==> src/hw/rtl/uifhr_pkg.sv <==
// Package for the idle-framed hex frame receiver: command and status codes,
// frame marker constants and the hex character helpers.
// No dependencies.
`timescale 1ns / 1ps

package uifhr_pkg;

  typedef enum logic [1:0] {
    CMD_BYTE    = 2'd0,
    CMD_TICK    = 2'd1,
    CMD_RELEASE = 2'd2,
    CMD_READ    = 2'd3
  } cmd_t;

  typedef enum logic [1:0] {
    ST_GOOD  = 2'd0,
    ST_SHORT = 2'd1,
    ST_ODD   = 2'd2,
    ST_BAD   = 2'd3
  } status_t;

  localparam logic KIND_REPORT = 1'b0;
  localparam logic KIND_READ   = 1'b1;

  localparam logic [7:0] CH_OPEN        = 8'h3C;
  localparam logic [7:0] CH_CLOSE       = 8'h3E;
  localparam int         MIN_CHARS      = 12;
  localparam logic [7:0] IDLE_LIMIT_RST = 8'd2;

  function automatic logic is_hex(input logic [7:0] c);
    is_hex = ((c >= 8'h30) && (c <= 8'h39)) || ((c >= 8'h41) && (c <= 8'h46));
  endfunction

  // '0'..'9' map to c[3:0]; above '9' the value is c - 'A' + 10, i.e. c[3:0] + 9
  function automatic logic [3:0] nibble_of(input logic [7:0] c);
    nibble_of = (c <= 8'h39) ? c[3:0] : (c[3:0] + 4'd9);
  endfunction

endpackage

==> src/hw/rtl/uifhr_in_if.sv <==
// Input channel of the hex frame receiver: valid/ready plus the item fields.
// No dependencies.
`timescale 1ns / 1ps

interface uifhr_in_if;
  logic       valid;
  logic       ready;
  logic [1:0] command;
  logic [7:0] rx_byte;
  logic [7:0] read_index;

  modport source (output valid, command, rx_byte, read_index, input ready);
  modport sink (input valid, command, rx_byte, read_index, output ready);
endinterface

==> src/hw/rtl/uifhr_out_if.sv <==
// Result channel of the hex frame receiver: valid/ready plus the result fields.
// No dependencies.
`timescale 1ns / 1ps

interface uifhr_out_if;
  logic       valid;
  logic       ready;
  logic       result_kind;
  logic [1:0] frame_status;
  logic [7:0] payload_length;
  logic [7:0] data_byte;

  modport source (output valid, result_kind, frame_status, payload_length, data_byte,
                  input ready);
  modport sink (input valid, result_kind, frame_status, payload_length, data_byte,
                output ready);
endinterface

==> src/hw/rtl/uifhr_cfg_if.sv <==
// Configuration write channel of the hex frame receiver (idle tick limit).
// No dependencies.
`timescale 1ns / 1ps

interface uifhr_cfg_if;
  logic       valid;
  logic       ready;
  logic [7:0] data;

  modport source (output valid, data, input ready);
  modport sink (input valid, data, output ready);
endinterface

==> src/hw/rtl/uart_idle_framed_hex_frame_receiver.sv <==
// Top level of the idle-framed ASCII hex frame receiver.
// Depends on uifhr_pkg and the uifhr_in_if, uifhr_out_if, uifhr_cfg_if interfaces.
//
//   channel  | dir | fields
//   ---------+-----+-------------------------------------------------
//   in_ch    | in  | command[1:0], rx_byte[7:0], read_index[7:0]
//   out_ch   | out | result_kind, frame_status[1:0], payload_length[7:0], data_byte[7:0]
//   cfg_ch   | in  | data[7:0] = idle tick limit, always ready
//
// One beat is accepted per cycle while in_ch.ready is high. Frame state updates at the
// accept edge; a result passes the store read register and then the output register.
// The store is a single-port-write, single-read memory with registered read data.
// A stall on out_ch holds both stages and drops in_ch.ready once the read stage is full.
// Synchronous active-low reset clears control state only; the store needs no clearing.
`timescale 1ns / 1ps

module uart_idle_framed_hex_frame_receiver #(
  parameter int FRAME_CHARS = 320
) (
  input  logic        clk,
  input  logic        rst_n,
  uifhr_in_if.sink    in_ch,
  uifhr_out_if.source out_ch,
  uifhr_cfg_if.sink   cfg_ch
);
  import uifhr_pkg::*;

  localparam int STORE_DEPTH = FRAME_CHARS / 2;
  localparam int CW          = $clog2(FRAME_CHARS + 1);
  localparam int AW          = $clog2(STORE_DEPTH);

  logic [7:0]    mem [STORE_DEPTH];

  logic [7:0]    limit_r;
  logic [CW-1:0] char_count_r, char_count_nxt;
  logic          loading_r, loading_nxt;
  logic          held_r, held_nxt;
  logic [7:0]    idle_r, idle_nxt;
  logic          start_ok_r, start_ok_nxt;
  logic          bad_r, bad_nxt;
  logic [7:0]    prev_r, prev_nxt;
  logic [3:0]    hi_r, hi_nxt;

  logic          s1_valid_r;
  logic          s1_kind_r;
  logic [1:0]    s1_status_r;
  logic [7:0]    s1_plen_r;
  logic          s1_inrange_r;
  logic [7:0]    rd_data_r;

  logic          out_valid_r;
  logic          out_kind_r;
  logic [1:0]    out_status_r;
  logic [7:0]    out_plen_r;
  logic [7:0]    out_data_r;

  logic          accept;
  logic          s1_adv;
  cmd_t          cmd;
  logic          res_valid;
  logic          res_kind;
  status_t       res_status;
  logic [7:0]    res_plen;
  logic          rd_inrange;
  logic [AW-1:0] rd_addr;
  logic          wr_en;
  logic [AW-1:0] wr_addr;
  logic [7:0]    wr_data;
  logic [CW-1:0] pos;

  assign s1_adv      = !out_valid_r || out_ch.ready;
  assign in_ch.ready = !s1_valid_r || s1_adv;
  assign accept      = in_ch.valid && in_ch.ready;
  assign cmd         = cmd_t'(in_ch.command);
  assign cfg_ch.ready = 1'b1;

  assign rd_inrange = (int'(in_ch.read_index) < STORE_DEPTH);
  assign rd_addr    = AW'(in_ch.read_index);
  assign pos        = char_count_r - CW'(1);

  always_comb begin
    char_count_nxt = char_count_r;
    loading_nxt    = loading_r;
    held_nxt       = held_r;
    idle_nxt       = idle_r;
    start_ok_nxt   = start_ok_r;
    bad_nxt        = bad_r;
    prev_nxt       = prev_r;
    hi_nxt         = hi_r;
    res_valid      = 1'b0;
    res_kind       = KIND_REPORT;
    res_status     = ST_GOOD;
    res_plen       = 8'd0;
    wr_en          = 1'b0;
    wr_addr        = AW'(pos[CW-1:1] - (CW-1)'(1));
    wr_data        = {hi_r, nibble_of(prev_r)};
    unique case (cmd)
      CMD_BYTE: begin
        if (!held_r) begin
          if (!loading_r) begin
            loading_nxt    = 1'b1;
            char_count_nxt = CW'(1);
            idle_nxt       = 8'd0;
            start_ok_nxt   = (in_ch.rx_byte == CH_OPEN);
            bad_nxt        = 1'b0;
            hi_nxt         = 4'd0;
            prev_nxt       = in_ch.rx_byte;
          end else if (char_count_r < CW'(FRAME_CHARS)) begin
            if (char_count_r >= CW'(2)) begin
              if (!is_hex(prev_r)) begin
                bad_nxt = 1'b1;
              end
              if (pos[0]) begin
                hi_nxt = nibble_of(prev_r);
              end else begin
                wr_en = 1'b1;
              end
            end
            prev_nxt       = in_ch.rx_byte;
            char_count_nxt = char_count_r + CW'(1);
            idle_nxt       = 8'd0;
          end
        end
      end
      CMD_TICK: begin
        if (loading_r && !held_r) begin
          if (idle_r < limit_r) begin
            idle_nxt = idle_r + 8'd1;
          end else begin
            loading_nxt = 1'b0;
            held_nxt    = 1'b1;
            res_valid   = 1'b1;
            priority if (char_count_r < CW'(MIN_CHARS)) begin
              res_status = ST_SHORT;
            end else if (char_count_r[0]) begin
              res_status = ST_ODD;
            end else if (!start_ok_r || bad_r || (prev_r != CH_CLOSE)) begin
              res_status = ST_BAD;
            end else begin
              res_status = ST_GOOD;
              res_plen   = 8'((char_count_r >> 1) - CW'(1));
            end
          end
        end
      end
      CMD_RELEASE: begin
        held_nxt       = 1'b0;
        loading_nxt    = 1'b0;
        char_count_nxt = '0;
        idle_nxt       = 8'd0;
        start_ok_nxt   = 1'b0;
        bad_nxt        = 1'b0;
        prev_nxt       = 8'd0;
        hi_nxt         = 4'd0;
      end
      CMD_READ: begin
        res_valid = 1'b1;
        res_kind  = KIND_READ;
      end
      default: begin
      end
    endcase
  end

  always_ff @(posedge clk) begin
    if (accept && wr_en) begin
      mem[wr_addr] <= wr_data;
    end
    if (accept && (cmd == CMD_READ) && rd_inrange) begin
      rd_data_r <= mem[rd_addr];
    end
  end

  always_ff @(posedge clk) begin
    if (!rst_n) begin
      limit_r      <= IDLE_LIMIT_RST;
      char_count_r <= '0;
      loading_r    <= 1'b0;
      held_r       <= 1'b0;
      idle_r       <= 8'd0;
      start_ok_r   <= 1'b0;
      bad_r        <= 1'b0;
      prev_r       <= 8'd0;
      hi_r         <= 4'd0;
    end else begin
      if (cfg_ch.valid && cfg_ch.ready) begin
        limit_r <= cfg_ch.data;
      end
      if (accept) begin
        char_count_r <= char_count_nxt;
        loading_r    <= loading_nxt;
        held_r       <= held_nxt;
        idle_r       <= idle_nxt;
        start_ok_r   <= start_ok_nxt;
        bad_r        <= bad_nxt;
        prev_r       <= prev_nxt;
        hi_r         <= hi_nxt;
      end
    end
  end

  always_ff @(posedge clk) begin
    if (!rst_n) begin
      s1_valid_r  <= 1'b0;
      out_valid_r <= 1'b0;
    end else begin
      if (accept) begin
        s1_valid_r <= res_valid;
      end else if (s1_adv) begin
        s1_valid_r <= 1'b0;
      end
      if (s1_adv) begin
        out_valid_r <= s1_valid_r;
      end
    end
  end

  always_ff @(posedge clk) begin
    if (accept && res_valid) begin
      s1_kind_r    <= res_kind;
      s1_status_r  <= res_status;
      s1_plen_r    <= res_plen;
      s1_inrange_r <= (cmd == CMD_READ) && rd_inrange;
    end
    if (s1_adv && s1_valid_r) begin
      out_kind_r   <= s1_kind_r;
      out_status_r <= s1_status_r;
      out_plen_r   <= s1_plen_r;
      out_data_r   <= s1_inrange_r ? rd_data_r : 8'd0;
    end
  end

  assign out_ch.valid          = out_valid_r;
  assign out_ch.result_kind    = out_kind_r;
  assign out_ch.frame_status   = out_status_r;
  assign out_ch.payload_length = out_plen_r;
  assign out_ch.data_byte      = out_data_r;

endmodule

==> src/flat_wrapper.sv <==
// flat-port wrapper written by rule: the top's interface ports become plain ports
module uart_idle_framed_hex_frame_receiver_flat import uifhr_pkg::*;
#(
  parameter int FRAME_CHARS = 320
)
  (clk, rst_n, in_ch_valid, in_ch_command, in_ch_rx_byte, in_ch_read_index, in_ch_ready, out_ch_valid, out_ch_result_kind, out_ch_frame_status, out_ch_payload_length, out_ch_data_byte, out_ch_ready, cfg_ch_valid, cfg_ch_data, cfg_ch_ready);
  uifhr_in_if in_ch_i ();
  uifhr_out_if out_ch_i ();
  uifhr_cfg_if cfg_ch_i ();
  input  logic clk;
  input  logic rst_n;
  input wire logic [$bits(in_ch_i.valid)-1:0] in_ch_valid;
  input wire logic [$bits(in_ch_i.command)-1:0] in_ch_command;
  input wire logic [$bits(in_ch_i.rx_byte)-1:0] in_ch_rx_byte;
  input wire logic [$bits(in_ch_i.read_index)-1:0] in_ch_read_index;
  output wire logic [$bits(in_ch_i.ready)-1:0] in_ch_ready;
  output wire logic [$bits(out_ch_i.valid)-1:0] out_ch_valid;
  output wire logic [$bits(out_ch_i.result_kind)-1:0] out_ch_result_kind;
  output wire logic [$bits(out_ch_i.frame_status)-1:0] out_ch_frame_status;
  output wire logic [$bits(out_ch_i.payload_length)-1:0] out_ch_payload_length;
  output wire logic [$bits(out_ch_i.data_byte)-1:0] out_ch_data_byte;
  input wire logic [$bits(out_ch_i.ready)-1:0] out_ch_ready;
  input wire logic [$bits(cfg_ch_i.valid)-1:0] cfg_ch_valid;
  input wire logic [$bits(cfg_ch_i.data)-1:0] cfg_ch_data;
  output wire logic [$bits(cfg_ch_i.ready)-1:0] cfg_ch_ready;
  assign in_ch_i.valid = in_ch_valid;
  assign in_ch_i.command = in_ch_command;
  assign in_ch_i.rx_byte = in_ch_rx_byte;
  assign in_ch_i.read_index = in_ch_read_index;
  assign in_ch_ready = in_ch_i.ready;
  assign out_ch_valid = out_ch_i.valid;
  assign out_ch_result_kind = out_ch_i.result_kind;
  assign out_ch_frame_status = out_ch_i.frame_status;
  assign out_ch_payload_length = out_ch_i.payload_length;
  assign out_ch_data_byte = out_ch_i.data_byte;
  assign out_ch_i.ready = out_ch_ready;
  assign cfg_ch_i.valid = cfg_ch_valid;
  assign cfg_ch_i.data = cfg_ch_data;
  assign cfg_ch_ready = cfg_ch_i.ready;
  uart_idle_framed_hex_frame_receiver #(.FRAME_CHARS(FRAME_CHARS)) u_core (.clk(clk), .rst_n(rst_n), .in_ch(in_ch_i), .out_ch(out_ch_i), .cfg_ch(cfg_ch_i));
endmodule
==> config.mk <==
export PLATFORM = sky130hd
export DESIGN_NAME = uart_idle_framed_hex_frame_receiver_flat
export DESIGN_NICKNAME = d
export VERILOG_FILES = /design/src/hw/rtl/uifhr_pkg.sv /design/src/hw/rtl/uifhr_in_if.sv /design/src/hw/rtl/uifhr_out_if.sv /design/src/hw/rtl/uifhr_cfg_if.sv /design/src/hw/rtl/uart_idle_framed_hex_frame_receiver.sv /design/src/flat_wrapper.sv
export SDC_FILE = /design/constraint.sdc
export NUM_CORES = 1
export LEC_CHECK = 0
export ABC_AREA = 1
export BUFFER_PORTS_ARGS = -buffer_cell sky130_fd_sc_hd__buf_4
export CAP_MARGIN = 20
export CORE_MARGIN = 2
export CORE_UTILIZATION = 55
export CTS_CLUSTER_DIAMETER = 200
export DETAILED_ROUTE_END_ITERATION = 7
export PLACE_DENSITY = 0.69
export SYNTH_ARGS = -nofsm -noshare
export SYNTH_HDL_FRONTEND = slang
export SYNTH_SLANG_ARGS = --single-unit
==> constraint.sdc <==
create_clock -name clk -period 13.7 [get_ports clk]
set_input_delay 2.74 -clock clk [delete_from_list [all_inputs] [get_ports clk]]
set_output_delay 2.74 -clock clk [all_outputs]
set_load 0.01 [all_outputs]
==> impl_metrics.csv <==
group,metric,value,unit
global_routing,grt-ovfl-total,0,
die,num_rows,116,
placed_design,placed_area,57800,um2
worst_setup_path,crit_type,"in -> reg",
global_routing,track_usage,27.7,%
yosys,ys_types,48,
cts,cts_root_buffer,"clkbuf_16",
yosys,synth_top_area_share,71.0,%
detailed_routing,route.detailed.drc,0,
timing,finalCritPeriodShare,49.1,%
cells_and_area,nFillCells,7678,
cells_and_area,stdcell_count,6271,
detailed_routing,via_count,37500,
timing,period_minus_slack,6.72,ns
yosys,async_flop_share,0,%
die,die_y,323,um
worst_setup_path,cp.arrival,7.34,ns
cts,cts.clk_slew.worst_paths,0.06,ns
cts,hold_buffers,0,
detailed_routing,wl,145000,um
timing,final_hold_viol_count,0,
min_path,hold_depth,0,
cts,ctsResizeCount,0,
power,ir_worst_vdd,0.000120,V
yosys,ys_warn_count,0,
detailed_routing,drt-initial-drc-count,4703,
cts,htreeDepth,4,
timing,fmax,149,MHz
yosys,syn_area,55800,um2
worst_setup_path,reg2reg_depth,13,
timing,max_slew_margin,2.90,%
timing,finalSetupTns,0,ns
cells_and_area,final_area,62100,um2
cts,ctsLongestPathBuffers,3,
yosys,ys_ff_latch,1362,
power,powerDensity,139,nW/um2
timing,worstMarginPinSlew,1.46,ns
yosys,syn_inst,4778,
power,p_leak,0.0229,uW
placed_design,dp_cells,6014,
global_routing,grt_antenna_before_repair,2,
detailed_routing,wl_per_cell,23.1,um
cells_and_area,area_growth_syn_to_layout,11.3,%
outcome,status,"finished clean",
detailed_routing,vias_per_cell,5.99,
worst_setup_path,end_kind,"flop",
cells_and_area,drive_gt1_share,8.51,%
yosys,seq_area_frac_synth,72.5,%
placed_design,place.gp.congestion,0.871,
cts,cts.sinks,1362,
timing,drv_slew,0,
cts,cts_buffers,140,
cells_and_area,final_common_cell,"edfxtp_1",
min_path,hold_class,"reg -> reg",
worst_setup_path,cp_max_fo,150,
worst_setup_path,start_kind,"primary input",
global_routing,grt_first_pass_wirelength,217000,um
die,core,100000,um2
cells_and_area,diodes,0,
detailed_routing,postRouteAntennaNets,0,
timing,setup-violations-final,0,
yosys,synth_top_flop_cell,"edfxtp_1",
flow_run,max_cap_violations,0,
detailed_routing,firstDrtPassIters,6,
cells_and_area,final_nets,4860,
placed_design,post-dp-hpwl,79000,um
die,die_x,323,um
yosys,yosysTopAreaCell,"edfxtp_1",
global_routing,grt_pass1_vias,36200,
global_routing,grt_max_degree,245,
placed_design,port_buffers,51,
cells_and_area,final_cell_mix,"1319 x edfxtp_1, 1297 x nand2_1, 945 x nand3_1, 291 x nor2_1, 169 x o21ai_0",
worst_setup_path,critPathRequiredTime,14.31,ns
die,dieArea,104000,um2
die,io_pins,53,
yosys,ys_top_cells_by_area,"edfxtp_1 71%, nand2_1 8.7%, nand3_1 8.5%, nor2_1 2.0%, clkbuf_1 1.6%",
die,start_util,55.6,%
yosys,synth_edf_count,1319,
timing,hold_ws,0.410,ns
timing,skew,0.0286,ns
cts,worstSkewPairLatency,0.76,ns
cts,cts_tree,"done",
timing,rsz0062_at_grt,"false",
cts,cts_setup_buffers,0,
yosys,syn_avg_cell_area,11.7,um2
per-stage QoR:
step                setup WS (ns)  total power (uW)  utilization (%)
CTS                          7.12              8640             61.8
global placement             6.43              5130             57.5
global route                 6.71              8850             61.9
floorplan                    4.99              4980                -
finish                       6.98              8620             61.9
detailed placement           6.34              5140             57.6
synthesized netlist by cell type (2+ instances only):
library cell / number
edfxtp_1: 1319
nand2_1: 1297
nand3_1: 945
nor2_1: 291
clkbuf_1: 237
o21ai_0: 170
nor3_1: 108
inv_1: 72
o221ai_1: 58
a21oi_1: 52
dfxtp_1: 43
buf_1: 40
ha_1: 22
buf_2: 21
o22ai_1: 14
nand2_2: 11
xor2_1: 9
a22oi_1: 8
nor2_2: 6
a31oi_1: 5
inv_2: 5
o21a_1: 5
buf_6: 4
nand4_1: 4
a211oi_1: 2
clkinv_1: 2
conb_1: 2
nand3_4: 2
nand3b_4: 2
nor4_1: 2
o21ai_1: 2
xnor2_1: 2
state kept, by name (all words and copies together) (netlist names), 4 cells and up:
register	cells
u_core.idle_r	8
u_core.mem	1280
u_core.rd_data_r	8
u_core.hi_r	4
u_core.limit_r	8
u_core.out_ch.payload_length	8
u_core.prev_r	8
u_core.s1_plen_r	8
u_core.out_ch.data_byte	8
u_core.char_count_r	9
power breakdown:
group | leakage (uW) | total [uW] | switching, uW | internal [uW]
clock | 0.00207 | 3560 | 1570 | 1990
combinational | 0.00680 | 492 | 376 | 115
sequential | 0.0140 | 4570 | 6.20 | 4560
area by class of cell:
class                           instances  area [um2]  share of cell area (%)
Multi-Input combinational cell       3040       13900                    22.4
Tap cell                             1357        1700                    2.73
Sequential cell                      1362       40500                    65.2
Clock inverter                         71         526                   0.846
Clock buffer                          178        3700                    5.95
Inverter                               79         327                   0.526
Timing Repair Buffer                  184        1460                    2.35
path summary, 6_finish.rpt:
kind	startpoint	end	slack (ns)
max	in_ch_read_index[0]	u_core.rd_data_r[4]	6.98
min	u_core.s1_kind_r	u_core.out_ch.result_kind	0.41
min reg2reg	u_core.s1_kind_r	u_core.out_ch.result_kind	0.41
max reg2reg	u_core.char_count_r[0]	u_core.mem[49][4]	9.42
metal layers:
layer,wire length (um),share of wire [%],global-route usage [%]
met5,9,0.0062,0
met4,6430,4.4,12.5
met3,13300,9.2,4.77
met2,67100,46,43.9
met1,58000,40,38.0
logic make-up after synthesis:
family	share of synthesized area [%]
simple gates	20.7
xor+xnor	0.202
fa+ha+maj	0.493
other cells	0.0135
buf+inv	2.70
compound gates	3.41
flops	72.5
worst max-delay path: stages:
cell	delay [ns]
buf_8	0.67
buf_4	0.64
buf_4	0.96
buf_4	0.84
nand2_1	0.12
nand3_1	0.13
nand3_1	0.09
nand2_1	0.13
nand2_1	0.06
nand3_1	0.12
nand3_1	0.14
nand2_1	0.16
inv_1	0.07
nand2_1	0.10
nand2_1	0.06
nand2_1	0.07
(Power assumes the default switching activity.)
